<file path="src/rtl/triangle_tangent_frame_unit_macros.svh">
// ----------------------------------------------------------------------------
// Triangle tangent frame unit: assertion macros
// Shared concurrent assertion forms for the RTL modules.
// ----------------------------------------------------------------------------
`ifndef TRIANGLE_TANGENT_FRAME_UNIT_MACROS_SVH
`define TRIANGLE_TANGENT_FRAME_UNIT_MACROS_SVH

// Same-cycle implication, disabled during reset.
`define TTF_ASSERT_IMPL(label, clk, rst, ante, cons) \
  label: assert property (@(posedge clk) disable iff (rst) (ante) |-> (cons)) \
    else $error("tangent frame assertion failed");

// Next-cycle implication, disabled during reset.
`define TTF_ASSERT_NEXT(label, clk, rst, ante, cons) \
  label: assert property (@(posedge clk) disable iff (rst) (ante) |=> (cons)) \
    else $error("tangent frame assertion failed");

`endif

</file>
<file path="src/rtl/ttf_pkg.sv">
// ----------------------------------------------------------------------------
// Triangle tangent frame package
// Shared constants, types and the quotient saturation function.
// ----------------------------------------------------------------------------
package ttf_pkg;

  localparam int POS_WIDTH_DEF = 32;
  localparam int UV_WIDTH_DEF  = 24;
  localparam int TRI_W         = 24;
  localparam int OUT_W         = 32;
  localparam int QUOT_W        = 33;
  localparam int FRAC_SHIFT    = 16;
  localparam int BCNT_W        = 6;
  localparam int QUEUE_DEPTH   = 2;
  localparam int COMP_W        = 3;

  // Corner phase codes.
  localparam logic [1:0] PH_A = 2'd0;
  localparam logic [1:0] PH_B = 2'd1;
  localparam logic [1:0] PH_C = 2'd2;

  // Job codes of the back end: the determinant first, then six components.
  localparam logic [COMP_W-1:0] JOB_DET   = 3'd0;
  localparam logic [COMP_W-1:0] JOB_TAN_X = 3'd1;
  localparam logic [COMP_W-1:0] JOB_TAN_Z = 3'd3;
  localparam logic [COMP_W-1:0] JOB_BIT_X = 3'd4;
  localparam logic [COMP_W-1:0] JOB_LAST  = 3'd6;

  typedef struct packed {
    logic empty;
    logic full;
  } q_stat_t;

  typedef enum logic [6:0] {
    ST_IDLE  = 7'b0000001,
    ST_MUL0  = 7'b0000010,
    ST_MUL1  = 7'b0000100,
    ST_MUL2  = 7'b0001000,
    ST_EVAL  = 7'b0010000,
    ST_DITER = 7'b0100000,
    ST_FIN   = 7'b1000000
  } back_state_t;

  // Applies the sign and saturates the quotient magnitude to signed Q16.16.
  function automatic logic [OUT_W-1:0] sat_quot(input logic [QUOT_W-1:0] q,
                                                input logic ovf, input logic neg);
    logic [OUT_W-1:0] res;
    if (neg) begin
      if (ovf || (q > {2'b01, {(QUOT_W-2){1'b0}}})) begin
        res = {1'b1, {(OUT_W-1){1'b0}}};
      end else begin
        res = -q[OUT_W-1:0];
      end
    end else begin
      if (ovf || (q[QUOT_W-1:QUOT_W-2] != 2'b00)) begin
        res = {1'b0, {(OUT_W-1){1'b1}}};
      end else begin
        res = q[OUT_W-1:0];
      end
    end
    return res;
  endfunction

endpackage

</file>
<file path="src/rtl/ttf_back.sv">
// ----------------------------------------------------------------------------
// Triangle tangent frame back end
// Shared multiplier and bit-serial divider that turn one request into a result.
// ----------------------------------------------------------------------------
`include "triangle_tangent_frame_unit_macros.svh"

module ttf_back import ttf_pkg::*; #(
  parameter int POS_WIDTH = POS_WIDTH_DEF,
  parameter int UV_WIDTH  = UV_WIDTH_DEF,
  parameter int EW        = POS_WIDTH + 1,
  parameter int DUW       = UV_WIDTH + 1,
  parameter int JW        = 6 * EW + 4 * DUW + TRI_W,
  parameter int OW        = 6 * OUT_W + TRI_W
) (
  input  logic          clk,
  input  logic          rst,
  input  logic [JW-1:0] job,
  input  q_stat_t       q_stat,
  output logic          pop,
  output logic          out_valid,
  input  logic          out_ready,
  output logic [OW-1:0] out_data,
  output logic          out_degen
);

  localparam int BW = ((POS_WIDTH > UV_WIDTH) ? POS_WIDTH : UV_WIDTH) + 1;
  localparam int PW = DUW + BW;
  localparam int AW = PW + 1;
  localparam int SW = AW + FRAC_SHIFT;

  back_state_t           state;
  logic [COMP_W-1:0]     jcnt;
  logic signed [PW-1:0]  mprod;
  logic signed [AW-1:0]  acc;
  logic signed [AW-1:0]  det;
  logic                  degen;
  logic [AW-1:0]         rem;
  logic [QUOT_W-1:0]     nsh;
  logic [QUOT_W-1:0]     quot;
  logic                  ovf;
  logic                  neg;
  logic [BCNT_W-1:0]     bcnt;
  logic [OUT_W-1:0]      res [6];

  logic signed [EW-1:0]  e1 [3];
  logic signed [EW-1:0]  e2 [3];
  logic signed [DUW-1:0] d1u, d1v, d2u, d2v;
  logic signed [DUW-1:0] op_a;
  logic signed [BW-1:0]  op_b;
  logic [1:0]            vi;
  logic                  term2;
  logic [AW-1:0]         dmag;
  logic [AW-1:0]         nmag;
  logic [SW-1:0]         nfull;
  logic [AW:0]           rtry;
  logic [AW:0]           rdif;
  logic [QUOT_W-1:0]     quot_next;
  logic                  out_free;

  // Request fields.
  always_comb begin
    for (int i = 0; i < 3; i++) begin
      e1[i] = job[i*EW +: EW];
      e2[i] = job[(3+i)*EW +: EW];
    end
  end
  assign d1u = job[6*EW +: DUW];
  assign d1v = job[6*EW + DUW +: DUW];
  assign d2u = job[6*EW + 2*DUW +: DUW];
  assign d2v = job[6*EW + 3*DUW +: DUW];

  // Operand selection for the shared multiplier.
  assign term2 = (state == ST_MUL1);
  assign vi    = (jcnt <= JOB_TAN_Z) ? 2'(jcnt - JOB_TAN_X) : 2'(jcnt - JOB_BIT_X);
  always_comb begin
    if (jcnt == JOB_DET) begin
      op_a = term2 ? d2u : d1u;
      op_b = term2 ? BW'(d1v) : BW'(d2v);
    end else if (jcnt <= JOB_TAN_Z) begin
      op_a = term2 ? d1v : d2v;
      op_b = term2 ? BW'(e2[vi]) : BW'(e1[vi]);
    end else begin
      op_a = term2 ? d2u : d1u;
      op_b = term2 ? BW'(e1[vi]) : BW'(e2[vi]);
    end
  end

  // Magnitudes and one restoring division step.
  assign dmag      = det[AW-1] ? AW'(-det) : AW'(det);
  assign nmag      = acc[AW-1] ? AW'(-acc) : AW'(acc);
  assign nfull     = {nmag, {FRAC_SHIFT{1'b0}}};
  assign rtry      = {rem, nsh[QUOT_W-1]};
  assign rdif      = rtry - {1'b0, dmag};
  assign quot_next = {quot[QUOT_W-2:0], !rdif[AW]};
  assign out_free  = !out_valid || out_ready;
  assign pop       = (state == ST_FIN) && out_free;

  // Sequencer.
  always_ff @(posedge clk) begin
    if (rst) begin
      state <= ST_IDLE;
      jcnt  <= JOB_DET;
      bcnt  <= '0;
    end else begin
      case (state)
        ST_IDLE: begin
          if (!q_stat.empty) begin
            state <= ST_MUL0;
            jcnt  <= JOB_DET;
          end
        end
        ST_MUL0: state <= ST_MUL1;
        ST_MUL1: state <= ST_MUL2;
        ST_MUL2: state <= ST_EVAL;
        ST_EVAL: begin
          if (jcnt == JOB_DET) begin
            if (acc == '0) begin
              state <= ST_FIN;
            end else begin
              state <= ST_MUL0;
              jcnt  <= JOB_TAN_X;
            end
          end else begin
            state <= ST_DITER;
            bcnt  <= '0;
          end
        end
        ST_DITER: begin
          bcnt <= bcnt + 1'b1;
          if (bcnt == BCNT_W'(QUOT_W - 1)) begin
            if (jcnt == JOB_LAST) begin
              state <= ST_FIN;
            end else begin
              state <= ST_MUL0;
              jcnt  <= jcnt + 1'b1;
            end
          end
        end
        ST_FIN: begin
          if (out_free) begin
            state <= ST_IDLE;
          end
        end
        default: state <= ST_IDLE;
      endcase
    end
  end

  // Datapath: products, accumulation, division.
  always_ff @(posedge clk) begin
    if (state == ST_MUL0 || state == ST_MUL1) begin
      mprod <= op_a * op_b;
    end
    if (state == ST_MUL1) begin
      acc <= AW'(mprod);
    end else if (state == ST_MUL2) begin
      acc <= acc - AW'(mprod);
    end
    if (state == ST_EVAL) begin
      if (jcnt == JOB_DET) begin
        det   <= acc;
        degen <= (acc == '0);
      end else begin
        rem  <= AW'(nfull[SW-1:QUOT_W]);
        ovf  <= (AW'(nfull[SW-1:QUOT_W]) >= dmag);
        nsh  <= nfull[QUOT_W-1:0];
        neg  <= acc[AW-1] ^ det[AW-1];
        quot <= '0;
      end
    end
    if (state == ST_DITER) begin
      quot <= quot_next;
      nsh  <= {nsh[QUOT_W-2:0], 1'b0};
      rem  <= rdif[AW] ? rtry[AW-1:0] : rdif[AW-1:0];
      if (bcnt == BCNT_W'(QUOT_W - 1)) begin
        res[COMP_W'(jcnt - JOB_TAN_X)] <= sat_quot(quot_next, ovf, neg);
      end
    end
  end

  // Output register.
  always_ff @(posedge clk) begin
    if (rst) begin
      out_valid <= 1'b0;
    end else if (pop) begin
      out_valid <= 1'b1;
    end else if (out_ready) begin
      out_valid <= 1'b0;
    end
  end

  always_ff @(posedge clk) begin
    if (pop) begin
      out_degen <= degen;
      for (int i = 0; i < 6; i++) begin
        out_data[i*OUT_W +: OUT_W] <= degen ? '0 : res[i];
      end
      out_data[6*OUT_W +: TRI_W] <= job[6*EW + 4*DUW +: TRI_W];
    end
  end

  `TTF_ASSERT_IMPL(a_degen_zero, clk, rst, out_valid && out_degen, out_data[6*OUT_W-1:0] == '0)
  `TTF_ASSERT_IMPL(a_iter_range, clk, rst, state == ST_DITER, bcnt < BCNT_W'(QUOT_W))
  `TTF_ASSERT_NEXT(a_fin_loads, clk, rst, pop, out_valid && (state == ST_IDLE))
  `TTF_ASSERT_IMPL(a_pop_has_job, clk, rst, pop, !q_stat.empty)

endmodule

</file>
<file path="config.mk">
export PLATFORM = sky130hd
export DESIGN_NAME = ttf_back
export DESIGN_NICKNAME = d
export VERILOG_FILES = /design/src/rtl/ttf_pkg.sv /design/src/rtl/ttf_back.sv
export VERILOG_INCLUDE_DIRS = /design/src /design/src/rtl
export SDC_FILE = /design/constraint.sdc
export NUM_CORES = 2
export LEC_CHECK = 0
export ABC_CLOCK_PERIOD_IN_PS = 14740
export BUFFER_PORTS_ARGS = -buffer_cell sky130_fd_sc_hd__buf_2
export CAP_MARGIN = 5
export CORE_MARGIN = 2
export CORE_UTILIZATION = 62
export CTS_CLUSTER_DIAMETER = 200
export DETAILED_ROUTE_END_ITERATION = 10
export HOLD_SLACK_MARGIN = 0.02
export MAX_ROUTING_LAYER = met4
export PLACE_DENSITY = 0.91
export SETUP_SLACK_MARGIN = 0.05
export SLEW_MARGIN = 25
export SYNTH_ARGS = -nofsm -noshare
export SYNTH_HDL_FRONTEND = slang
export SYNTH_SLANG_ARGS = --single-unit
</file>
<file path="constraint.sdc">
create_clock -name clk -period 14.74 [get_ports clk]
set_input_delay 1.474 -clock clk [delete_from_list [all_inputs] [get_ports clk]]
set_output_delay 1.474 -clock clk [all_outputs]
set_load 0.01 [all_outputs]
</file>
==> summary.md <==
| Metric | Value |
|---|---|
| Leading cell types in the layout, fill and taps excluded | sky130_fd_sc_hd__inv_1, sky130_fd_sc_hd__fa_1, sky130_fd_sc_hd__nand2_1 |
| Time the final worst path needs with I/O delays and setup | 13.15 ns |
| Clock tree root driver cell | sky130_fd_sc_hd__clkbuf_16 |
| CTS hold repair buffers | 0 |
| Clock tree sinks | 713 |
| Area growth from synthesis to final layout | 10.05% |
| All-layer global routing usage | 37.56% |
| Count of flip-flops with a built-in enable after synthesis | 696 |
| Most frequent cell on the critical path | sky130_fd_sc_hd__fa_1 |
| Synthesis-stage register bit count | 713 |
| Remaining Overflow, GRT | 0 |
| Fmax | 76.03 MHz |
| Area taken by flip-flops and latches | 21240 um2 |
| Count of yosys warnings during synthesis | 0 |
| Setup repair after global routing missed its margin | false |
| Accumulated negative setup slack | 0 ns |
| Maximum number of pins on one net before global-route repair | 108 |
| Routed via count | 53350 |
| Final routed DRC violation total | 0 |
| Run status | completed |
| Number of fill cells | 7483 |
| DIE HEIGHT | 332.4 um |
| CTS Buffer Depth | 3 |
| Setup-failing EPs final | 0 |
| Compound-gate portion of the synthesized area | 9.416% |
| Combined area of the multi-input logic cells | 41290 um2 |
| Kind of critical path | register to register |
| Largest fanout on the critical path | 17 |
| Endpoint required time on the critical path | 15.11 ns |
| Post-synthesis cell count | 6622 |
| Total standard cell area after synthesis | 66870 um2 |
| Nets in the synthesized netlist | 8119 |
| Antenna violations before repair | 15 |
| Synth unique cells | 76 |
| Width of the chip | 332.4 um |
| Core outline area | 107100 um2 |
| Top Ports | 546 |
| Final core utilization | 68.74% |
| Final net count | 8522 |
| Detailed-route vias per instance | 6.281 |
| Number of buffers added by the clock tree synthesis step | 70 |
| Portion of the clock cycle consumed by the worst path in the final layout | 89.23% |
| Critical path endpoint category | register |
| Biggest cell delay along the critical path | 1.11 ns |
| CP startpoint kind | register |
| Slew at the pin closest to its max-slew limit | 1.210 ns |
| Area enclosed by the die boundary | 110500 um2 |
| # rows | 120 |
| Number of buffer cells added on primary ports | 544 |
| Final hold violation count | 0 |
| Sequential area share after synthesis | 31.77% |
| Fraction of synthesized area in multiplexers | 2.663% |
| Placed wire-length estimate | 149200 um |
| Syn avg cell area | 10.10 um2 |
| # resized after CTS | 0 |
| Worst hold path class | register to register |
| Via count of the first global-routing pass | 55400 |
| TritonCTS clock tree | yes |
| H-tree depth | 3 |
| Max-Cap Viols | 0 |
| Initial cell density of the core | 62.46% |
| Routed len/inst | 23.56 um |
| Top FF cell, synth | sky130_fd_sc_hd__edfxtp_1 |
| Worst-path clk slew | 0.06 ns |
| Final Routed Wirelength | 200100 um |
| Antenna Violating Nets Remaining | 0 |
| Final GP Congestion | 1.007 |
| Pre-Repair DR Iteration Count | 8 |
| Share of synthesized flip-flops with an asynchronous set or reset | 0% |
| Cell with the largest stage delay on the worst path | sky130_fd_sc_hd__o21ai_0 |
| Share of layout cells above drive strength 1 | 12.35% |
| Post-Synth Adder-Cell Area | 31.37% |
| First-pass GRT wire length | 309400 um |
| Simple-Gate Fraction of Synth Area | 14.11% |
| Xor/xnor share of the synthesized area | 3.716% |
| Max Slew Vio Count | 0 |
| Initial DRC Count | 6260 |
| Most common library cell in the layout ignoring fill and taps | sky130_fd_sc_hd__inv_1 |
| Arrival time of the worst setup path | 13.52 ns |
| Largest family of logic cells by synthesized area | adder cells |
| Post-route clock skew | 0.02786 ns |
| Source-to-sink clock delay at the later pin of the worst-skew pair | 0.65 ns |
| Remaining max-slew budget at the tightest pin | 18.48% |
| Setup Fix Bufs, Post-CTS | 0 |
[metal layers]
metal	vias to the layer above	GRT usage, %	part of all wire (%)
met2	3770	57.79	46
met5	-	-	0
met1	26060	45.90	36
li1	22580	-	-
met4	0	19.07	6.0
met3	938	10.14	12
[cell type report]
class,instances,share of cell area [%]
Inverter,931,4.749
Sequential cell,713,28.86
Tap cell,1403,2.385
Timing Repair Buffer,639,4.701
Clock buffer,84,2.481
Clock inverter,40,0.6665
Antenna cell,13,0.04421
Multi-Input combinational cell,4670,56.11
[sequential cells by signal (all words and copies together), names as in the netlist, 3 cells and up]
register  flops
jcnt          3
out_data    216
rem          59
state         7
bcnt          6
det          59
nsh          17
acc          59
mprod        58
quot         32
res         192
[critical path: cells and delay by family, from the launching register on]
kind / cells / cell delay (ns)
compound gates: 14 / 6.47
buf+inv: 6 / 0.46
simple gates: 3 / 1.04
fa+ha+maj: 9 / 4.23
flops: 1 / 0.53
xor+xnor: 1 / 0.17
[worst paths after layout]
check / from / to / slack (ns) / cells past startpoint
worst max-delay path: jcnt[2] / mprod[56] / 1.59 / 33
worst min-delay path: bcnt[1] / bcnt[1] / 0.51 / 2
worst max register to register: jcnt[2] / mprod[56] / 1.59 / 33
worst min register to register: bcnt[1] / bcnt[1] / 0.51 / 2
[logic make-up (layout without fill, tap and decap cells)]
kind of cell / Yosys count / in the layout
compound gates: 1030 / 1030
xor+xnor: 282 / 282
fa+ha+maj: 1170 / 1170
buf+inv: 1239 / 1694
flops: 713 / 713
mux: 136 / 136
other cells: 0 / 13
simple gates: 2052 / 2052
[synthesized netlist by cell type (46+ instances only)]
| master | number | area [um2] |
|---|---|---|
| sky130_fd_sc_hd__ha_1 | 326 | 4079 |
| sky130_fd_sc_hd__a21oi_1 | 315 | 1577 |
| sky130_fd_sc_hd__a21o_1 | 93 | 698.2 |
| sky130_fd_sc_hd__o21ai_0 | 284 | 1421 |
| sky130_fd_sc_hd__fa_1 | 844 | 16900 |
| sky130_fd_sc_hd__mux2i_1 | 89 | 890.9 |
| sky130_fd_sc_hd__nor2_1 | 623 | 2338 |
| sky130_fd_sc_hd__nand2b_1 | 84 | 525.5 |
| sky130_fd_sc_hd__nand2_1 | 722 | 2710 |
| sky130_fd_sc_hd__clkbuf_1 | 284 | 1066 |
| sky130_fd_sc_hd__and2_1 | 64 | 400.4 |
| sky130_fd_sc_hd__nor3_1 | 50 | 250.2 |
| sky130_fd_sc_hd__edfxtp_1 | 696 | 20900 |
| sky130_fd_sc_hd__nand3_1 | 62 | 310.3 |
| sky130_fd_sc_hd__xnor2_1 | 149 | 1305 |
| sky130_fd_sc_hd__nor2b_1 | 254 | 1589 |
| sky130_fd_sc_hd__xor2_1 | 131 | 1147 |
| sky130_fd_sc_hd__o31ai_1 | 53 | 397.9 |
| sky130_fd_sc_hd__o21a_1 | 57 | 427.9 |
| sky130_fd_sc_hd__inv_1 | 931 | 3495 |
| sky130_fd_sc_hd__a31oi_1 | 46 | 287.8 |
[per-stage QoR]
step | area, um2 | worst slack, ns | hold slack [ns] | instances
after floorplan | 66870 | 2.011 | 0.4648 | 6622
after global placement | 71190 | 1.992 | 0.4894 | 8355
after detailed placement | 71190 | 1.855 | 0.5034 | 8355
after CTS | 73510 | 1.811 | 0.5046 | 8479
after global routing | 73570 | 1.019 | 0.5476 | 8487
final | 73590 | 1.588 | 0.5062 | 8493
Power is left out: the tool's default activity adds up to more than one toggle a clock period on the data nets, which glitch-free logic cannot reach.
