--- src/rtl/triangle_tangent_frame_unit_macros.svh ---
// ----------------------------------------------------------------------------
// Triangle tangent frame unit: assertion macros
// Shared concurrent assertion forms for the RTL modules.
// ----------------------------------------------------------------------------
`ifndef TRIANGLE_TANGENT_FRAME_UNIT_MACROS_SVH
`define TRIANGLE_TANGENT_FRAME_UNIT_MACROS_SVH

// Same-cycle implication, disabled during reset.
`define TTF_ASSERT_IMPL(label, clk, rst, ante, cons) \
  label: assert property (@(posedge clk) disable iff (rst) (ante) |-> (cons)) \
    else $error("tangent frame assertion failed");

// Next-cycle implication, disabled during reset.
`define TTF_ASSERT_NEXT(label, clk, rst, ante, cons) \
  label: assert property (@(posedge clk) disable iff (rst) (ante) |=> (cons)) \
    else $error("tangent frame assertion failed");

`endif

--- src/rtl/ttf_pkg.sv ---
// ----------------------------------------------------------------------------
// Triangle tangent frame package
// Shared constants, types and the quotient saturation function.
// ----------------------------------------------------------------------------
package ttf_pkg;

  localparam int POS_WIDTH_DEF = 32;
  localparam int UV_WIDTH_DEF  = 24;
  localparam int TRI_W         = 24;
  localparam int OUT_W         = 32;
  localparam int QUOT_W        = 33;
  localparam int FRAC_SHIFT    = 16;
  localparam int BCNT_W        = 6;
  localparam int QUEUE_DEPTH   = 2;
  localparam int COMP_W        = 3;

  // Corner phase codes.
  localparam logic [1:0] PH_A = 2'd0;
  localparam logic [1:0] PH_B = 2'd1;
  localparam logic [1:0] PH_C = 2'd2;

  // Job codes of the back end: the determinant first, then six components.
  localparam logic [COMP_W-1:0] JOB_DET   = 3'd0;
  localparam logic [COMP_W-1:0] JOB_TAN_X = 3'd1;
  localparam logic [COMP_W-1:0] JOB_TAN_Z = 3'd3;
  localparam logic [COMP_W-1:0] JOB_BIT_X = 3'd4;
  localparam logic [COMP_W-1:0] JOB_LAST  = 3'd6;

  typedef struct packed {
    logic empty;
    logic full;
  } q_stat_t;

  typedef enum logic [6:0] {
    ST_IDLE  = 7'b0000001,
    ST_MUL0  = 7'b0000010,
    ST_MUL1  = 7'b0000100,
    ST_MUL2  = 7'b0001000,
    ST_EVAL  = 7'b0010000,
    ST_DITER = 7'b0100000,
    ST_FIN   = 7'b1000000
  } back_state_t;

  // Applies the sign and saturates the quotient magnitude to signed Q16.16.
  function automatic logic [OUT_W-1:0] sat_quot(input logic [QUOT_W-1:0] q,
                                                input logic ovf, input logic neg);
    logic [OUT_W-1:0] res;
    if (neg) begin
      if (ovf || (q > {2'b01, {(QUOT_W-2){1'b0}}})) begin
        res = {1'b1, {(OUT_W-1){1'b0}}};
      end else begin
        res = -q[OUT_W-1:0];
      end
    end else begin
      if (ovf || (q[QUOT_W-1:QUOT_W-2] != 2'b00)) begin
        res = {1'b0, {(OUT_W-1){1'b1}}};
      end else begin
        res = q[OUT_W-1:0];
      end
    end
    return res;
  endfunction

endpackage

--- src/rtl/ttf_queue.sv ---
// ----------------------------------------------------------------------------
// Triangle tangent frame request queue
// Short register queue between the front and back ends.
// ----------------------------------------------------------------------------
module ttf_queue import ttf_pkg::*; #(
  parameter int W     = 8,
  parameter int DEPTH = QUEUE_DEPTH
) (
  input  logic         clk,
  input  logic         rst,
  input  logic         push,
  input  logic [W-1:0] din,
  input  logic         pop,
  output logic [W-1:0] head,
  output q_stat_t      q_stat
);

  localparam int PW = (DEPTH > 1) ? $clog2(DEPTH) : 1;
  localparam int CW = $clog2(DEPTH + 1);

  logic [W-1:0]  mem [DEPTH];
  logic [PW-1:0] wptr;
  logic [PW-1:0] rptr;
  logic [CW-1:0] count;

  assign head         = mem[rptr];
  assign q_stat.empty = (count == '0);
  assign q_stat.full  = (count == CW'(DEPTH));

  // Storage.
  always_ff @(posedge clk) begin
    if (push) begin
      mem[wptr] <= din;
    end
  end

  // Pointers and fill level.
  always_ff @(posedge clk) begin
    if (rst) begin
      wptr  <= '0;
      rptr  <= '0;
      count <= '0;
    end else begin
      if (push) begin
        wptr <= (wptr == PW'(DEPTH - 1)) ? '0 : wptr + 1'b1;
      end
      if (pop) begin
        rptr <= (rptr == PW'(DEPTH - 1)) ? '0 : rptr + 1'b1;
      end
      count <= count + CW'(push) - CW'(pop);
    end
  end

endmodule

--- config.mk ---
export PLATFORM = sky130hd
export DESIGN_NAME = ttf_queue
export DESIGN_NICKNAME = d
export VERILOG_FILES = /design/src/rtl/triangle_tangent_frame_unit_macros.svh /design/src/rtl/ttf_pkg.sv /design/src/rtl/ttf_queue.sv
export SDC_FILE = /design/constraint.sdc
export NUM_CORES = 1
export LEC_CHECK = 0
export BUFFER_PORTS_ARGS = -buffer_cell sky130_fd_sc_hd__buf_2
export CORE_UTILIZATION = 52
export DETAILED_ROUTE_END_ITERATION = 16
export GPL_ROUTABILITY_DRIVEN = 0
export GPL_TIMING_DRIVEN = 0
export PLACE_DENSITY_LB_ADDON = 0.08
export SETUP_SLACK_MARGIN = 0.3
export SLEW_MARGIN = 20
export SYNTH_ARGS = -nofsm -noshare
export SYNTH_HDL_FRONTEND = slang
export SYNTH_SLANG_ARGS = --single-unit
--- constraint.sdc ---
create_clock -name clk -period 2.74 [get_ports clk]
set_input_delay 0.137 -clock clk [delete_from_list [all_inputs] [get_ports clk]]
set_output_delay 0.137 -clock clk [all_outputs]
set_load 0.02 [all_outputs]
==> parameters.txt, run 1 <==
Parameter                              Value

Run status
  Run status ... finished clean

Clocking
  Number of buffers inserted by hold repair at cts ... 0
  Number of levels in the clock H-tree ... 1
  Sink count of the clock tree ... 21
  PostCTS Resize Cnt ... 0
  Insertion delay of the later-clocked pin in the worst-skew pair ... 0.29 ns
  Clock-pin slew on the worst setup and hold paths ... 0.11 ns
  Buffer levels on the longest clock path ... 2
  TritonCTS buffer count ... 3
  Count of buffers added by post-CTS timing repair for setup ... 0
  Clock root buffer master ... clkbuf_4
  Clock tree from TritonCTS ... built

Yosys
  Mean Syn Cell Area ... 17.2 µm²
  Flip-flop and latch count after synthesis ... 21
  Most frequent cells after synthesis ... edfxtp_1, mux2_2, dfxtp_1, nor2_1, nor2b_1
  Post-synthesis instance total ... 46
  Async set-or-reset flop fraction in the synthesized netlist ... 0
  Most instantiated library cell after synthesis ... edfxtp_1
  Post-Synthesis Net Count ... 60
  Largest area contributor in the synthesized netlist ... edfxtp_1
  Most used flip-flop cell after synthesis ... edfxtp_1
  Post-synthesis share of cell area spent on full adders, half adders and majority gates ... 0.0316
  Leading post-synthesis cells by cell area ... edfxtp_1, dfxtp_1, mux2_2
  Largest family of logic cells by synthesized area ... multiplexers
  Fraction of synthesized cell area in xor and xnor cells ... 0.0506
  Fraction of synthesized cell area taken by the top area cell type ... 0.607
  Share of cell area taken by muxes after synthesis ... 0.114
  Count of distinct cell types in the synthesized netlist ... 11
  Post-synth EDFFs ... 16
  Yosys warning total ... 0
  Synthesized-area fraction occupied by ao, oa, aoi and oai cells ... 0
  Sequential element share of the synthesized area ... 0.733
  Simple-gate share of the synthesized area ... 0.0553
  Post-Syn Area ... 792 µm²

Power
  Net switching power of the design ... 0.158 mW
  Clock power frac ... 0.218
  Final total power ... 0.643 mW
  Internal power ... 0.484 mW
  Total power divided by cell area ... 682 nW/µm²
  Peak ir drop on the vdd network ... 0.386 mV
  Switching part of the total ... 0.246
  Static Leakage ... 0.384 nW
  Part of the total power dissipated in combinational logic ... 0.191
  Register share of total power ... 0.591

Critical path
  Critical Path Slowest Stage Cell ... mux2_2
  Endpoint class of the critical path ... output pin
  Stage delay of the slowest cell on the critical path ... 0.36 ns
  Startpoint of the worst register-to-register path ... wptr
  Cell mode on critical path ... buf_2
  Largest fanout on the critical path ... 8
  Kind of critical path ... reg -> out
  Required @ worst endpoint ... 2.60 ns
  Worst endpoint data arrival time ... 1.34 ns
  Startpoint type of the worst setup path ... flop
  Chain of cells forming the critical path ... buf_2 -> mux2_2 -> buf_2

Floorplan
  Area inside the core boundary ... 1370 µm²
  I/O pins ... 22
  Die Area ... 1680 µm²
  Starting Density ... 0.580
  Die Span Y ... 41.0 µm
  Row cnt ... 13
  Chip width ... 41.0 µm

STA
  Final min period ... 1.48 ns
  Period utilisation layout ... 0.540
  Setup total negative slack ... 0 ns
  Number of slew-limit violations in the final report ... 0
  Count of final hold-check violations ... 0
  Worst slew margin relative to its limit ... 0.521
  Clock Skew ... 0.00354 ns
  Fmax ... 0.675 GHz
  Worst slew pin tran ... 0.717 ns
  Finish-stage setup viols ... 0
  Setup repair after global routing missed its margin ... no

Place
  Count of input and output buffers ... 21
  Total instance count after detailed placement ... 82
  Detailed Place HPWL ... 804 µm

Final layout
  Proportion of layout cells with a drive suffix above 1 ... 0.465
  Post-route insts no fill ... 86
  Area grow syn2layout ... 19.0%
  Final-layout fill cell count ... 98
  Number of nets in the layout ... 86
  Multi-input combinational cell area ... 199 µm²
  Reg area ... 581 µm²
  Number of antenna repair diodes ... 0

Flow run
  Max capacitance violation total ... 0

Detailed routing
  DRC violations left ... 0
  Drt wl/cell ... 12.4 µm
  Remaining antenna violation count ... 0
  Vias per cell ... 5.06
  Number of search-and-repair iterations in the first detailed-routing pass ... 4
  Iteration-0 DRC Markers ... 11
  Number of vias in the routed layout ... 435
  DRT Wirelength ... 1.07 mm

Worst hold path
  Launch point of the worst hold path ... din[1]
  Hold Path Class ... in -> reg

Global routing
  Global-route total usage across every layer ... 0.160
  Aggregate global routing overflow ... 0
  Initial antenna violation count ... 0
  Wire length of the first global-routing pass ... 1.61 mm
  Number of global-route vias before repair ... 392
  Pin count of the biggest net entering global routing ... 12
==> critical path, delay by kind of cell (launching register included) <==
| family | cells | cell delay, ns |
|---|---|---|
| buf+inv | 2 | 0.37 |
| flops | 1 | 0.33 |
| mux | 1 | 0.36 |
==> final cells by class <==
cell class	instances	share of cell area
plain buffers	1	0.00531
clock buffers	4	0.0279
inverters	2	0.00797
multi-input cells	22	0.211
flip-flops and latches	21	0.616
well taps	15	0.0199
repair buffers	21	0.112
==> stage by stage <==
step | utilization | worst slack [ns] | cell area, µm² | hold WS [ns]
6_report | 0.690 | 1.26 | 942 | 0.0289
5_1_grt | 0.690 | 1.21 | 942 | 0.0157
3_3_place_gp | 0.670 | 1.49 | 916 | 0.324
3_5_place_dp | 0.670 | 1.48 | 916 | 0.330
4_1_cts | 0.690 | 1.24 | 942 | 0.0176
2_1_floorplan | - | 1.60 | 792 | 0.209
==> cell families (layout without fill, tap and decap cells) <==
kind of cell	count (synthesis)	count (layout)
xor+xnor	3	3
fa+ha+maj	2	2
buf+inv	3	28
flops	21	21
mux	8	8
simple gates	9	9
==> layout by cell type (no fill, tap or decap), drive strengths merged <==
master  count
buf        22
edfxtp     16
mux2        8
nor2        5
dfxtp       5
clkbuf      4
nor2b       3
inv         2
xnor2       2
ha          2
and2        1
xnor3       1
==> metal layers <==
layer  up-vias  GRT usage  wire, µm
li1        214          -         -
met5         -          0         0
met4         0      0.125         8
met3         2     0.0326        47
met2        16      0.254       552
met1       203      0.188       458
==> power by group through the flow <==
stage	registers [mW]	logic (mW)	clock network (mW)
3_5_place_dp	0.388	0.124	0
6_report	0.380	0.123	0.140
2_1_floorplan	0.385	0.0874	0
3_3_place_gp	0.386	0.122	0
4_1_cts	0.380	0.124	0.145
5_1_grt	0.383	0.136	0.155
==> sequential cells by signal, indices dropped and copies added, names as in the netlist, named ones only <==
| name | flops |
|---|---|
| mem | 16 |
| count | 2 |
| rptr | 1 |
| wptr | 1 |
==> final timing paths <==
check             cells after the start         to  slack, ns
hold / removal                        1  mem[0][1]       0.03
hold reg to reg                       2       flop       0.53
setup reg to reg                      1  mem[0][0]       1.48
setup / recovery                      3    head[5]       1.26
Note: power is estimated with default switching activity, not from simulation.
==> run 2, diff against run 1 <==
--- a/config.mk
+++ b/config.mk
@@ -6,7 +6,7 @@
 export NUM_CORES = 1
 export LEC_CHECK = 0
 export BUFFER_PORTS_ARGS = -buffer_cell sky130_fd_sc_hd__buf_2
-export CORE_UTILIZATION = 52
+export CORE_UTILIZATION = 48
 export DETAILED_ROUTE_END_ITERATION = 16
 export GPL_ROUTABILITY_DRIVEN = 0
 export GPL_TIMING_DRIVEN = 0
==> constraint.sdc (replaced) <==
create_clock -name clk -period 1.5 [get_ports clk]
set_input_delay 0.075 -clock clk [delete_from_list [all_inputs] [get_ports clk]]
set_output_delay 0.075 -clock clk [all_outputs]
set_load 0.02 [all_outputs]
==> parameters.txt, run 2 (same netlist as run 1, synthesis figures left out) <==
Parameter                              Value

Run status
  Run status ... finished clean

STA
  Setup total negative slack ... 0 ns (unchanged)
  Setup repair after global routing missed its margin ... yes
  Worst slew margin relative to its limit ... 0.725 (+0.204)
  Worst slew pin tran ... 0.411 ns (-0.306 ns)
  Final min period ... 1.31 ns
  Count of final hold-check violations ... 0 (unchanged)
  Fmax ... 0.766 GHz
  Finish-stage setup viols ... 0 (unchanged)
  Clock Skew ... 0.00626 ns (+0.00273 ns)
  Period utilisation layout ... 0.871
  Final worst slack ... 0.194 ns (-1.07 ns)
  Number of slew-limit violations in the final report ... 0 (unchanged)

Power
  Peak ir drop on the vdd network ... 0.686 mV (+78%)
  Static Leakage ... 0.477 nW (+24%)
  Total power divided by cell area ... 1100 nW/µm² (+62%)

Final layout
  Number of nets in the layout ... 96 (+12%)
  Most frequent standard cell in the layout excluding fill and tap cells ... edfxtp_1
  Top Registers ... mem: 16 flops, count: 2 flops
  Proportion of layout cells with a drive suffix above 1 ... 0.506 (+0.0414)
  Number of antenna repair diodes ... 0 (unchanged)
  Commonest cells after routing, fill and taps aside ... edfxtp_1, buf_2, dlygate4sd3_1, mux2_4, buf_6
  Area grow syn2layout ... 46.6%
  Largest register by flop count ... mem
  Final-layout fill cell count ... 96 (-2.0%)
  Max FFs per register ... 16 (unchanged)

Critical path
  Largest fanout on the critical path ... 8 (unchanged)
  Reg2Reg Setup Slack ... 0.36 ns (-1.12 ns)
  Startpoint type of the worst setup path ... flop
  Stage delay of the slowest cell on the critical path ... 0.35 ns (about the same)
  Chain of cells forming the critical path ... buf_8 -> mux2_4 -> buf_6
  Worst endpoint data arrival time ... 1.23 ns (-0.11 ns)
  CP top delay family ... flip-flops
  Critical Path Slowest Stage Cell ... dfxtp_2
  Kind of critical path ... reg -> out
  Required @ worst endpoint ... 1.42 ns (-1.18 ns)
  Endpoint class of the critical path ... output pin
  Buf+Inv Stages, Crit Path ... 2 (unchanged)

Worst hold path
  Hold Path Class ... in -> reg

Flow run
  Max capacitance violation total ... 0 (unchanged)

Floorplan
  Die Area ... 1820 µm² (+7.9%)
  Area inside the core boundary ... 1520 µm² (+12%)
  I/O pins ... 22 (unchanged)
  Row cnt ... 14 (+1)
  Chip width ... 42.6 µm (+3.9%)
  Starting Density ... 0.520 (-0.0600)
  Die Span Y ... 42.6 µm (+3.9%)

Place
  Detailed Place HPWL ... 827 µm (+2.8%)
  Count of input and output buffers ... 21 (unchanged)
  Setup slack after placement ... 0.253 ns (-1.23 ns)

Detailed routing
  DRC violations left ... 0 (unchanged)
  Vias per cell ... 4.91 (-3.0%)
  DRT Wirelength ... 1.30 mm (+21%)
  Number of vias in the routed layout ... 476 (+9.4%)
  Remaining antenna violation count ... 0 (unchanged)
  Iteration-0 DRC Markers ... 4 (-7)
  Drt wl/cell ... 13.4 µm (+7.7%)
  Number of search-and-repair iterations in the first detailed-routing pass ... 2 (-2)

Clocking
  Number of levels in the clock H-tree ... 1 (unchanged)
  Clock tree from TritonCTS ... built
  Clock root buffer master ... clkbuf_4
  TritonCTS buffer count ... 3 (unchanged)
  Clock-pin slew on the worst setup and hold paths ... 0.11 ns (about the same)
  Insertion delay of the later-clocked pin in the worst-skew pair ... 0.29 ns (about the same)
  Sink count of the clock tree ... 21 (unchanged)
  Buffer levels on the longest clock path ... 2 (unchanged)

Global routing
  Wire length of the first global-routing pass ... 2.21 mm (+37%)
  Initial antenna violation count ... 0 (unchanged)
  Global-route total usage across every layer ... 0.171 (+0.0109)
  Pin count of the biggest net entering global routing ... 12 (unchanged)
  Number of global-route vias before repair ... 516 (+32%)
  Aggregate global routing overflow ... 0 (unchanged)
[run 2: changes by cell type in the layout (fill, tap and decap cells not counted), moves of 2 or more]
cell,before,now
buf_2,22,13
ha_1,2,0
inv_2,0,2
ha_4,0,2
buf_6,0,8
mux2_2,8,0
dfxtp_2,0,2
dfxtp_1,5,3
dlygate4sd3_1,0,9
inv_1,2,0
mux2_4,0,8
[run 2: report_power, final]
part | leakage [nW] | total (mW) | switching (mW) | internal (mW)
Combinational | 0.269 | 0.323 | 0.142 | 0.181
Clock | 0.0150 | 0.258 | 0.155 | 0.103
Sequential | 0.192 | 0.699 | 0.0221 | 0.677
[run 2: tightest hold or removal path: stages]
cell and delay [ns]:
buf_2 0.14, xnor2_1 0.07, nor2_1 0.07
[run 2: timing repair]
action	CTS	global route
setup buffers	1	0
endpoints found under the hold margin	20	0
gates cloned	0	0
pin swaps	0	2
hold buffers	9	0
gates resized for setup	30	5
setup endpoints to repair	17	10
[run 2: cell type report]
| cell class | instances | area (µm²) | area share |
|---|---|---|---|
| clock buffer | 4 | 26.3 | 0.0226 |
| sequential | 21 | 583 | 0.502 |
| tap | 16 | 20.0 | 0.0172 |
| inverter | 2 | 7.51 | 0.00647 |
| timing repair buffer | 31 | 253 | 0.218 |
| buffer | 1 | 15.0 | 0.0129 |
| multi-input combinational | 22 | 256 | 0.221 |
[run 2: per-stage QoR]
step	power [mW]	instance area, µm²	hold WS, ns	util	instances
2_1_floorplan	0.863	792	0.147	-	46
3_3_place_gp	0.928	917	0.262	0.602	83
3_5_place_dp	0.937	917	0.266	0.602	83
4_1_cts	1.28	1140	0.0448	0.745	97
5_1_grt	1.35	1160	0.0882	0.762	97
6_report	1.28	1160	0.0868	0.762	97
[run 2: worst paths after layout]
check,to,from,depth (start not counted)
max reg2reg,count[1],count[0],6
max,head[3],flop,3
min reg2reg,flop,rptr,2
min,wptr,push,3
[run 2: routing by layer]
layer  up-vias  part of all wire  track usage
met5         -                 0            0
met4         0                 0       0.0938
met3         0             0.028       0.0388
met2        12              0.57        0.309
met1       230              0.40        0.178
li1        234                 -            -
