## config.mk

```make
export PLATFORM = sky130hd
export DESIGN_NAME = ttf_front
export DESIGN_NICKNAME = d
export VERILOG_FILES = /design/src/rtl/triangle_tangent_frame_unit_macros.svh /design/src/rtl/ttf_pkg.sv /design/src/rtl/ttf_front.sv
export SDC_FILE = /design/constraint.sdc
export NUM_CORES = 1
export LEC_CHECK = 0
export BUFFER_PORTS_ARGS = -buffer_cell sky130_fd_sc_hd__buf_2
export CORE_MARGIN = 5
export CORE_UTILIZATION = 30
export DETAILED_ROUTE_END_ITERATION = 7
export GPL_TIMING_DRIVEN = 0
export SLEW_MARGIN = 20
export SYNTH_ARGS = -nofsm -noshare
export SYNTH_HDL_FRONTEND = slang
export SYNTH_SLANG_ARGS = --single-unit
```

## constraint.sdc

```tcl
create_clock -name clk -period 4.5 [get_ports clk]
set_input_delay 0.225 -clock clk [delete_from_list [all_inputs] [get_ports clk]]
set_output_delay 0.225 -clock clk [all_outputs]
set_load 0.01 [all_outputs]
```

## src/rtl/triangle_tangent_frame_unit_macros.svh

```systemverilog
// ----------------------------------------------------------------------------
// Triangle tangent frame unit: assertion macros
// Shared concurrent assertion forms for the RTL modules.
// ----------------------------------------------------------------------------
`ifndef TRIANGLE_TANGENT_FRAME_UNIT_MACROS_SVH
`define TRIANGLE_TANGENT_FRAME_UNIT_MACROS_SVH

// Same-cycle implication, disabled during reset.
`define TTF_ASSERT_IMPL(label, clk, rst, ante, cons) \
  label: assert property (@(posedge clk) disable iff (rst) (ante) |-> (cons)) \
    else $error("tangent frame assertion failed");

// Next-cycle implication, disabled during reset.
`define TTF_ASSERT_NEXT(label, clk, rst, ante, cons) \
  label: assert property (@(posedge clk) disable iff (rst) (ante) |=> (cons)) \
    else $error("tangent frame assertion failed");

`endif

```

## src/rtl/ttf_pkg.sv

```systemverilog
// ----------------------------------------------------------------------------
// Triangle tangent frame package
// Shared constants, types and the quotient saturation function.
// ----------------------------------------------------------------------------
package ttf_pkg;

  localparam int POS_WIDTH_DEF = 32;
  localparam int UV_WIDTH_DEF  = 24;
  localparam int TRI_W         = 24;
  localparam int OUT_W         = 32;
  localparam int QUOT_W        = 33;
  localparam int FRAC_SHIFT    = 16;
  localparam int BCNT_W        = 6;
  localparam int QUEUE_DEPTH   = 2;
  localparam int COMP_W        = 3;

  // Corner phase codes.
  localparam logic [1:0] PH_A = 2'd0;
  localparam logic [1:0] PH_B = 2'd1;
  localparam logic [1:0] PH_C = 2'd2;

  // Job codes of the back end: the determinant first, then six components.
  localparam logic [COMP_W-1:0] JOB_DET   = 3'd0;
  localparam logic [COMP_W-1:0] JOB_TAN_X = 3'd1;
  localparam logic [COMP_W-1:0] JOB_TAN_Z = 3'd3;
  localparam logic [COMP_W-1:0] JOB_BIT_X = 3'd4;
  localparam logic [COMP_W-1:0] JOB_LAST  = 3'd6;

  typedef struct packed {
    logic empty;
    logic full;
  } q_stat_t;

  typedef enum logic [6:0] {
    ST_IDLE  = 7'b0000001,
    ST_MUL0  = 7'b0000010,
    ST_MUL1  = 7'b0000100,
    ST_MUL2  = 7'b0001000,
    ST_EVAL  = 7'b0010000,
    ST_DITER = 7'b0100000,
    ST_FIN   = 7'b1000000
  } back_state_t;

  // Applies the sign and saturates the quotient magnitude to signed Q16.16.
  function automatic logic [OUT_W-1:0] sat_quot(input logic [QUOT_W-1:0] q,
                                                input logic ovf, input logic neg);
    logic [OUT_W-1:0] res;
    if (neg) begin
      if (ovf || (q > {2'b01, {(QUOT_W-2){1'b0}}})) begin
        res = {1'b1, {(OUT_W-1){1'b0}}};
      end else begin
        res = -q[OUT_W-1:0];
      end
    end else begin
      if (ovf || (q[QUOT_W-1:QUOT_W-2] != 2'b00)) begin
        res = {1'b0, {(OUT_W-1){1'b1}}};
      end else begin
        res = q[OUT_W-1:0];
      end
    end
    return res;
  endfunction

endpackage

```

## src/rtl/ttf_front.sv

```systemverilog
// ----------------------------------------------------------------------------
// Triangle tangent frame front end
// Buffers the first two corners and forms edges and UV deltas on the third.
// ----------------------------------------------------------------------------
module ttf_front import ttf_pkg::*; #(
  parameter int POS_WIDTH = POS_WIDTH_DEF,
  parameter int UV_WIDTH  = UV_WIDTH_DEF,
  parameter int EW        = POS_WIDTH + 1,
  parameter int DUW       = UV_WIDTH + 1,
  parameter int JW        = 6 * EW + 4 * DUW + TRI_W
) (
  input  logic                        clk,
  input  logic                        rst,
  input  logic                        in_valid,
  output logic                        in_ready,
  input  logic signed [POS_WIDTH-1:0] px,
  input  logic signed [POS_WIDTH-1:0] py,
  input  logic signed [POS_WIDTH-1:0] pz,
  input  logic signed [UV_WIDTH-1:0]  tu,
  input  logic signed [UV_WIDTH-1:0]  tv,
  input  q_stat_t                     q_stat,
  output logic                        push,
  output logic [JW-1:0]               job
);

  logic [1:0]                  phase;
  logic [TRI_W-1:0]            tri_cnt;
  logic signed [POS_WIDTH-1:0] a_pos [3];
  logic signed [POS_WIDTH-1:0] b_pos [3];
  logic signed [UV_WIDTH-1:0]  a_tex [2];
  logic signed [UV_WIDTH-1:0]  b_tex [2];
  logic signed [POS_WIDTH-1:0] p_in  [3];
  logic                        acc_in;

  assign p_in[0] = px;
  assign p_in[1] = py;
  assign p_in[2] = pz;

  // The third corner needs room in the queue; the first two never wait.
  assign in_ready = (phase != PH_C) || !q_stat.full;
  assign acc_in   = in_valid && in_ready;
  assign push     = acc_in && (phase == PH_C);

  // Edge and delta request for the back end.
  always_comb begin
    job = '0;
    for (int i = 0; i < 3; i++) begin
      job[i*EW +: EW]     = EW'(b_pos[i]) - EW'(a_pos[i]);
      job[(3+i)*EW +: EW] = EW'(p_in[i]) - EW'(a_pos[i]);
    end
    job[6*EW +: DUW]         = DUW'(b_tex[0]) - DUW'(a_tex[0]);
    job[6*EW + DUW +: DUW]   = DUW'(b_tex[1]) - DUW'(a_tex[1]);
    job[6*EW + 2*DUW +: DUW] = DUW'(tu) - DUW'(a_tex[0]);
    job[6*EW + 3*DUW +: DUW] = DUW'(tv) - DUW'(a_tex[1]);
    job[6*EW + 4*DUW +: TRI_W] = tri_cnt;
  end

  // Phase and triangle count.
  always_ff @(posedge clk) begin
    if (rst) begin
      phase   <= PH_A;
      tri_cnt <= '0;
    end else if (acc_in) begin
      case (phase)
        PH_A: phase <= PH_B;
        PH_B: phase <= PH_C;
        default: begin
          phase   <= PH_A;
          tri_cnt <= tri_cnt + 1'b1;
        end
      endcase
    end
  end

  // Corner storage.
  always_ff @(posedge clk) begin
    if (rst) begin
      for (int i = 0; i < 3; i++) begin
        a_pos[i] <= '0;
        b_pos[i] <= '0;
      end
      for (int i = 0; i < 2; i++) begin
        a_tex[i] <= '0;
        b_tex[i] <= '0;
      end
    end else if (acc_in && (phase == PH_A)) begin
      a_pos[0] <= px; a_pos[1] <= py; a_pos[2] <= pz;
      a_tex[0] <= tu; a_tex[1] <= tv;
    end else if (acc_in && (phase == PH_B)) begin
      b_pos[0] <= px; b_pos[1] <= py; b_pos[2] <= pz;
      b_tex[0] <= tu; b_tex[1] <= tv;
    end
  end

endmodule

```

==> results of run 1 <==
-- cells in the final DEF (no fill, tap or decap), types with 44 or more instances in the layout --
cell type      netlist  routed
nand2_1            130     130
clkbuf_1            76      79
buf_2                1     472
edfxtp_1           288     288
nor3_1              48      48
dlygate4sd3_1        0     131
a21oi_1            241     240
nor2_1             187     185
xor2_1              90      90
ha_1               289     289
and2_1             282     282
xnor2_1            176     176
o21ai_0            121     121
nand3_1             58      58
nor2b_1             44      44
inv_1              232     232
a21o_1             143     143
o21a_1              57      57
-- report_power, final --
part	internal (mW)	switching, mW
sequential	3.41	0.0594
combinational	2.10	3.16
clock	2.08	1.41
total	7.58	4.64
-- kinds of logic (layout without fill, tap and decap cells) --
family | after synthesis | in the layout
buffers and inverters | 309 | 997
adders and majority gates | 299 | 299
other | 0 | 5
muxes | 3 | 3
AOI/OAI and AO/OA | 772 | 772
xor gates and xnor gates | 266 | 266
DFF | 314 | 314
and+or+nand+nor | 890 | 890
-- flip-flops by register name, indices dropped and copies added (netlist names) --
signal and count:
a_pos 96, b_pos 96, a_tex 48, b_tex 48
tri_cnt 24, phase 2
-- layout make-up --
cell class / count / area (sq um)
fill: 8855 / 53690
multi-input combinational: 2230 / 16010
sequential: 314 / 9169
timing repair buffer: 611 / 3849
tap: 1155 / 1445
clock buffer: 48 / 1115
inverter: 232 / 870.8
clock inverter: 29 / 304.0
buffer: 77 / 290.3
antenna: 5 / 12.51
-- critical path, stage by stage, from the launching register on --
cell and delay, ns:
edfxtp_1 0.36, inv_1 0.06, ha_1 0.18, fa_1 0.22, nand2b_1 0.14, a21oi_1 0.12, a2111oi_1 0.67, o21ai_2 0.26
a211oi_1 0.42, a21oi_1 0.23, a31oi_2 0.37, nor4bb_1 0.10, a211o_1 0.24, buf_2 0.14
-- metal layers --
layer / up-vias / wire length (microns)
li1: 11550 / -
met4: 2 / 1848
met2: 610 / 41460
met5: - / 13
met3: 95 / 4694
met1: 11190 / 39970
-- stage by stage --
step           setup TNS, ns  hold slack, ns  util [%]
4_1_cts                    0        0.003580     38.04
2_1_floorplan              0          0.4068         -
3_3_place_gp         -126.27          0.4970     34.65
3_5_place_dp               0          0.4900     34.87
6_report                   0         0.04779     38.11
5_1_grt                    0        0.009544     38.10
-- worst min path at each step --
| stage | depth (start not counted) | to | slack, ns | start |
|---|---|---|---|---|
| global route | 2 | b_pos[0][15]$_SDFFCE_PN0P_ | 0.01 | px[15] |
| floorplan | 2 | phase[0]$_SDFFE_PP0P_ | 0.41 | in_valid |
| finish | 2 | b_pos[0][15]$_SDFFCE_PN0P_ | 0.05 | px[15] |
| CTS | 2 | b_pos[0][15]$_SDFFCE_PN0P_ | 0.004 | px[15] |
| global placement | 2 | tri_cnt[23]$_SDFFE_PP0P_ | 0.50 | tri_cnt[23]$_SDFFE_PP0P_ |
| detailed placement | 2 | tri_cnt[23]$_SDFFE_PP0P_ | 0.49 | tri_cnt[23]$_SDFFE_PP0P_ |
-- timing repair --
action                     CTS  global route
buffers inserted             0             1
setup endpoints to repair    4             9
hold endpoints to repair   260             0
resized for setup            3             8
pin swaps                    0             1
hold buffers               131             0
==> results.ini, run 1 <==
[detailed_routing]
dr.first_iter.drc_count = 1532
vias_per_cell = 4.986
ant_nets = 0
vias = 23440
wirelength_microns = 87990
firstDrtPassIters = 5
drc = 0
post_drt_wl_per_cell_microns = 18.72

[setup_path]
worstSetupStartpoint = b_pos[0][32]$_SDFFCE_PN0P_
r2r_end = a_pos[0][88]$_SDFFCE_PN0P_
end_kind = output pin
critPathCapture = job[63]
crit_required_ns = 4.28
rrSetupSlack_ns = 1.19
reg2reg_from = phase[0]$_SDFFE_PP0P_
crit_type = flip-flop to output pin
crit_fanout = 5
arrival_ns = 4.08
worstSetupStartpointType = flip-flop
reg2regPathDepth = 6

[clock_tree]
cts_max_level = 2
cts_buffer_depth = 3
cts_buffers = 42
numClockSinks = 314
insertion_delay_ns = 0.56
cts_tree = yes
cts.clk_slew.worst_paths_ns = 0.06
cts_root_buffer = clkbuf_16

[final_layout]
drive_gt1_share_pct = 16.77
fin_cells = 4701
fin_area_sq_mm = 0.03306
fin_nets = 3956
area_delta_synth_final_pct = 25.93

[synthesis]
syn_nets = 3301
yosysTopAreaCellShare_pct = 32.94
synth_top_area_cell = edfxtp_1
synth-simple-area-share_pct = 17.97
syn_area_per_cell_sq_um = 9.203
synth_top_family_by_area = compound AO/OA/AOI/OAI gates
synth_area_leaders = edfxtp_1 (33%), ha_1 (14%), and2_1 (6.7%)
ys_seq_elements = 314
synth_xor_area_share_pct = 8.873
synth_edf_count = 288
synthMuxAreaShare_pct = 0.1144
synth.most_common_cell = ha_1
yosys_warnings = 0
async_reset_ff_share_pct = 0
synth.distinct_cells = 78
netlist_area_sq_mm = 0.02626
synth_compound_area_share_pct = 19.16
synth_ff_type = edfxtp_1
yosysSeqAreaShare_pct = 34.92
ys_top_cells_by_count = ha_1 (289), edfxtp_1 (288), and2_1 (282), a21oi_1 (241), inv_1 (232)
synthesis.instances = 2853
synthAdderAreaFrac_pct = 14.53

[global_routing]
grt.met2_usage_pct = 30.55
grt_start_max_net_pins = 49
grt_pass1_vias = 23070
grt_pass1_wl_microns = 134300
grt_most_used_layer = met2
grt_overflow_total = 0
antenna_found_initial = 7
use_met3_pct = 2.872
grt_use_total_pct = 17.87
gr-usage-met1_pct = 24.00

[floorplan]
ios = 473
num_rows = 108
die_area_sq_mm = 0.09354
die_h_microns = 305.8
chipWidth_microns = 305.8
initial_core_util_pct = 30.26
core_sq_mm = 0.08675

[place]
post_dp_cell_area_sq_mm = 0.03025
numPortBuffers = 471
dp.final_hpwl_microns = 70450
gp_congestion = 0.9247
post-place-cells = 4487
dpl_worst_slack_ns = 0.3817

[power_and_ir_drop]
ir_drop_v = 0.0002527
power_mw = 12.22
pwr_density_cell_mw_per_mm2 = 369.6
power_leakage_nw = 14.67

[worst_hold_path]
min_path_type = input port to flip-flop

[timing]
fin_skew_ns = 0.02013
rsz0062_at_grt = no
setup_slack_ns = 0.1991
fin_crit_ns = 4.301
worst_slew_pin_slew_ns = 1.038
final-hold-violation-count = 0
setup_viol = 0
drv_slew = 0
max_slew_margin_pct = 30.80
timing.final.crit_share_pct = 95.58
fmax_mhz = 232.5

[outcome]
outcome = completed

[flow_run]
timing.max_cap.violations = 0

No activity file was read; power rests on OpenSTA's default activity.
==> run 2, diff against run 1 <==
--- a/config.mk
+++ b/config.mk
@@ -5,9 +5,9 @@
 export SDC_FILE = /design/constraint.sdc
 export NUM_CORES = 1
 export LEC_CHECK = 0
-export BUFFER_PORTS_ARGS = -buffer_cell sky130_fd_sc_hd__buf_2
+export BUFFER_PORTS_ARGS = -buffer_cell sky130_fd_sc_hd__buf_4
 export CORE_MARGIN = 5
-export CORE_UTILIZATION = 30
+export CORE_UTILIZATION = 28
 export DETAILED_ROUTE_END_ITERATION = 7
 export GPL_TIMING_DRIVEN = 0
 export SLEW_MARGIN = 20
==> run 2 against run 1 <==
  * Cell area increased by 3.4%
  * Clock power decreased by 11%
  * Die area increased by 6.9%
  * Setup slack got worse by 0.016 ns
  * Global-route usage decreased by 1.0 points
  * Register-to-register slack got worse by 0.09 ns
  * Critical path depth unchanged
  * Largest cell class unchanged
  * Final cell count increased by 2.1%
  * First-iteration DRC count decreased by 11%
  * Worst hold slack improved by 0.054 ns
  * Combinational power increased by 9.9%
==> results.ini, run 2 (synthesis gave the netlist of run 1 again) <==
[timing]
setup_slack_ns = 0.1827  ; -0.01643 ns
final-hold-violation-count = 0  ; unchanged
fin_crit_ns = 4.317  ; +0.01643 ns
fin_skew_ns = 0.02208  ; +0.001954 ns
hold-worst-slack_ns = 0.1016  ; +0.05380 ns
max_slew_margin_pct = 33.77  ; +3.0 points
fmax_mhz = 231.6  ; -0.38%
timing.final.crit_share_pct = 95.94  ; +0.37 points
drv_slew = 0  ; unchanged
setup_viol = 0  ; unchanged
worst_slew_pin_slew_ns = 0.9934  ; -0.04461 ns

[detailed_routing]
drc = 0  ; unchanged
wl_met3_microns = 5040  ; +7.4%
post_drt_wl_per_cell_microns = 18.55  ; -0.88%
ant_nets = 0  ; unchanged
vias_per_cell = 4.880  ; -2.1%
met2_length_microns = 41310  ; -0.35%
top_layer = met4
wirelength_microns = 89030  ; +1.2%
vias = 23420  ; -0.094%
dr.first_iter.drc_count = 1367  ; -11%
wl_met1_microns = 39720  ; -0.64%
firstDrtPassIters = 5  ; unchanged

[clock_tree]
cts_max_level = 2  ; unchanged
cts_root_buffer = clkbuf_16
cts.clk_slew.worst_paths_ns = 0.06  ; about the same
cts_buffer_depth = 3  ; unchanged
cts_tree = yes
cts_buffers = 40  ; -4.8%
insertion_delay_ns = 0.56  ; about the same
numClockSinks = 314  ; unchanged

[final_layout]
final_common_cell = buf_4
fin_nets = 3958  ; +0.051%
seq_area_sq_mm = 0.009169  ; unchanged
drive_gt1_share_pct = 16.42  ; -0.35 points
fin_cells = 4799  ; +2.1%
area_delta_synth_final_pct = 30.27
multiInputGateArea_sq_mm = 0.01599  ; about the same
top_regs = a_pos: 96 flops, b_pos: 96 flops
fin_area_sq_mm = 0.03420  ; +3.4%
mostFrequentLayoutCells = buf_4 (472), ha_1 (289), edfxtp_1 (288)
n_fill_cell = 9492  ; +7.2%
fin_util_pct = 36.70  ; -1.4 points

[global_routing]
grt_overflow_total = 0  ; unchanged
grt_pass1_vias = 23140  ; +0.32%
grt_pass1_wl_microns = 132900  ; -1.0%
antenna_found_initial = 12  ; +5
grt_use_total_pct = 16.85  ; -1.0 points
grt_start_max_net_pins = 48  ; -2.0%

[power_and_ir_drop]
ir_drop_v = 0.0002387  ; -5.6%
power_leakage_nw = 14.98  ; +2.1%
pwr_density_cell_mw_per_mm2 = 361.0  ; -2.3%

[floorplan]
core_sq_mm = 0.09319  ; +7.4%
chipWidth_microns = 316.2  ; +3.4%
die_h_microns = 316.2  ; +3.4%
ios = 473  ; unchanged
initial_core_util_pct = 28.17  ; -2.1 points
die_area_sq_mm = 0.09999  ; +6.9%
num_rows = 112  ; +3.7%

[setup_path]
arrival_ns = 4.09  ; about the same
crit_required_ns = 4.28  ; about the same
crit_type = input port to output pin
critPathMostFrequentCell = buf_4
worstSetupStartpointType = input port
cp_slowest_cell = dlygate4sd3_1
crit_fanout = 4  ; -1
slowest_delay_ns = 0.58  ; -0.09 ns
end_kind = output pin
cp_cell_sequence = dlygate4sd3_1, buf_4, ha_1, nor2b_4, o31a_1, o41a_1, o2111ai_2, o211ai_2, nand4_2, or3b_1, a211oi_4, xnor2_1, buf_4

[outcome]
outcome = completed

[worst_hold_path]
min_path_type = input port to flip-flop

[place]
numPortBuffers = 471  ; unchanged
gp_congestion = 0.8958  ; -3.1%
dpl_worst_slack_ns = 0.3697  ; -0.01207 ns
post_dp_cell_area_sq_mm = 0.03156  ; +4.3%
post-place-cells = 4586  ; +2.2%
dp.final_hpwl_microns = 71430  ; +1.4%

[flow_run]
timing.max_cap.violations = 0  ; unchanged

[run 2: changes by cell type in the layout (fill, tap and decap cells not counted), moves of 2 or more]
cell | previous run | this run
buf_2 | 472 | 1
diode_2 | 5 | 7
dlygate4sd3_1 | 131 | 135
buf_4 | 1 | 472
clkbuf_1 | 79 | 82
inv_6 | 4 | 1
clkbuf_16 | 43 | 41
bufinv_16 | 5 | 1
[run 2: where the power goes]
group | switching [mW] | internal, mW | total [mW]
Combinational | 3.23 | 2.55 | 5.78
Clock | 1.35 | 1.76 | 3.10
Sequential | 0.0595 | 3.41 | 3.47
[run 2: worst max-delay path, delay by kind of cell]
family | cells | cell delay, ns
AOI/OAI and AO/OA | 5 | 1.61
adders and majority gates | 1 | 0.34
xor gates and xnor gates | 1 | 0.17
and+or+nand+nor | 3 | 0.85
buffers and inverters | 3 | 0.89
[run 2: area by class of cell]
type	count	share of cell area [%]
Clock inverter	21	0.4243
Inverter	232	2.546
Clock buffer	49	3.146
Buffer	77	0.8487
Timing Repair Buffer	615	14.83
Multi-Input combinational cell	2230	46.76
Sequential cell	314	26.81
Tap cell	1254	4.587
Antenna cell	7	0.05121
[run 2: metal layers]
layer / vias to the layer above / global-route usage (%)
met5: - / 0
met3: 134 / 3.000
li1: 11560 / -
met1: 11090 / 22.13
met4: 0 / 5.159
met2: 641 / 28.38
[run 2: worst paths after layout]
check / from / to / slack, ns / cells past startpoint
max reg2reg: phase[0]$_SDFFE_PP0P_ / a_pos[0][93]$_SDFFCE_PN0P_ / 1.10 / 6
min: tu[0] / a_tex[0][0]$_SDFFCE_PN0P_ / 0.10 / 3
max: pz[2] / job[193] / 0.18 / 13
min reg2reg: tri_cnt[23]$_SDFFE_PP0P_ / tri_cnt[23]$_SDFFE_PP0P_ / 0.53 / 2
[run 2: what timing repair did]
item / 4_1_cts / 5_1_grt
resized for setup: 2 / 7
pin swaps: 0 / 1
setup buffers: 0 / 1
setup endpoints to repair: 3 / 10
endpoints found under the hold margin: 270 / 0
hold buffers: 135 / 0
[run 2: stage by stage]
stage / total power, mW / setup TNS (ns)
global route: 13.06 / -0.01001
CTS: 12.46 / 0
floorplan: 6.710 / 0
global placement: 9.174 / -133.56
detailed placement: 9.187 / 0
finish: 12.35 / 0
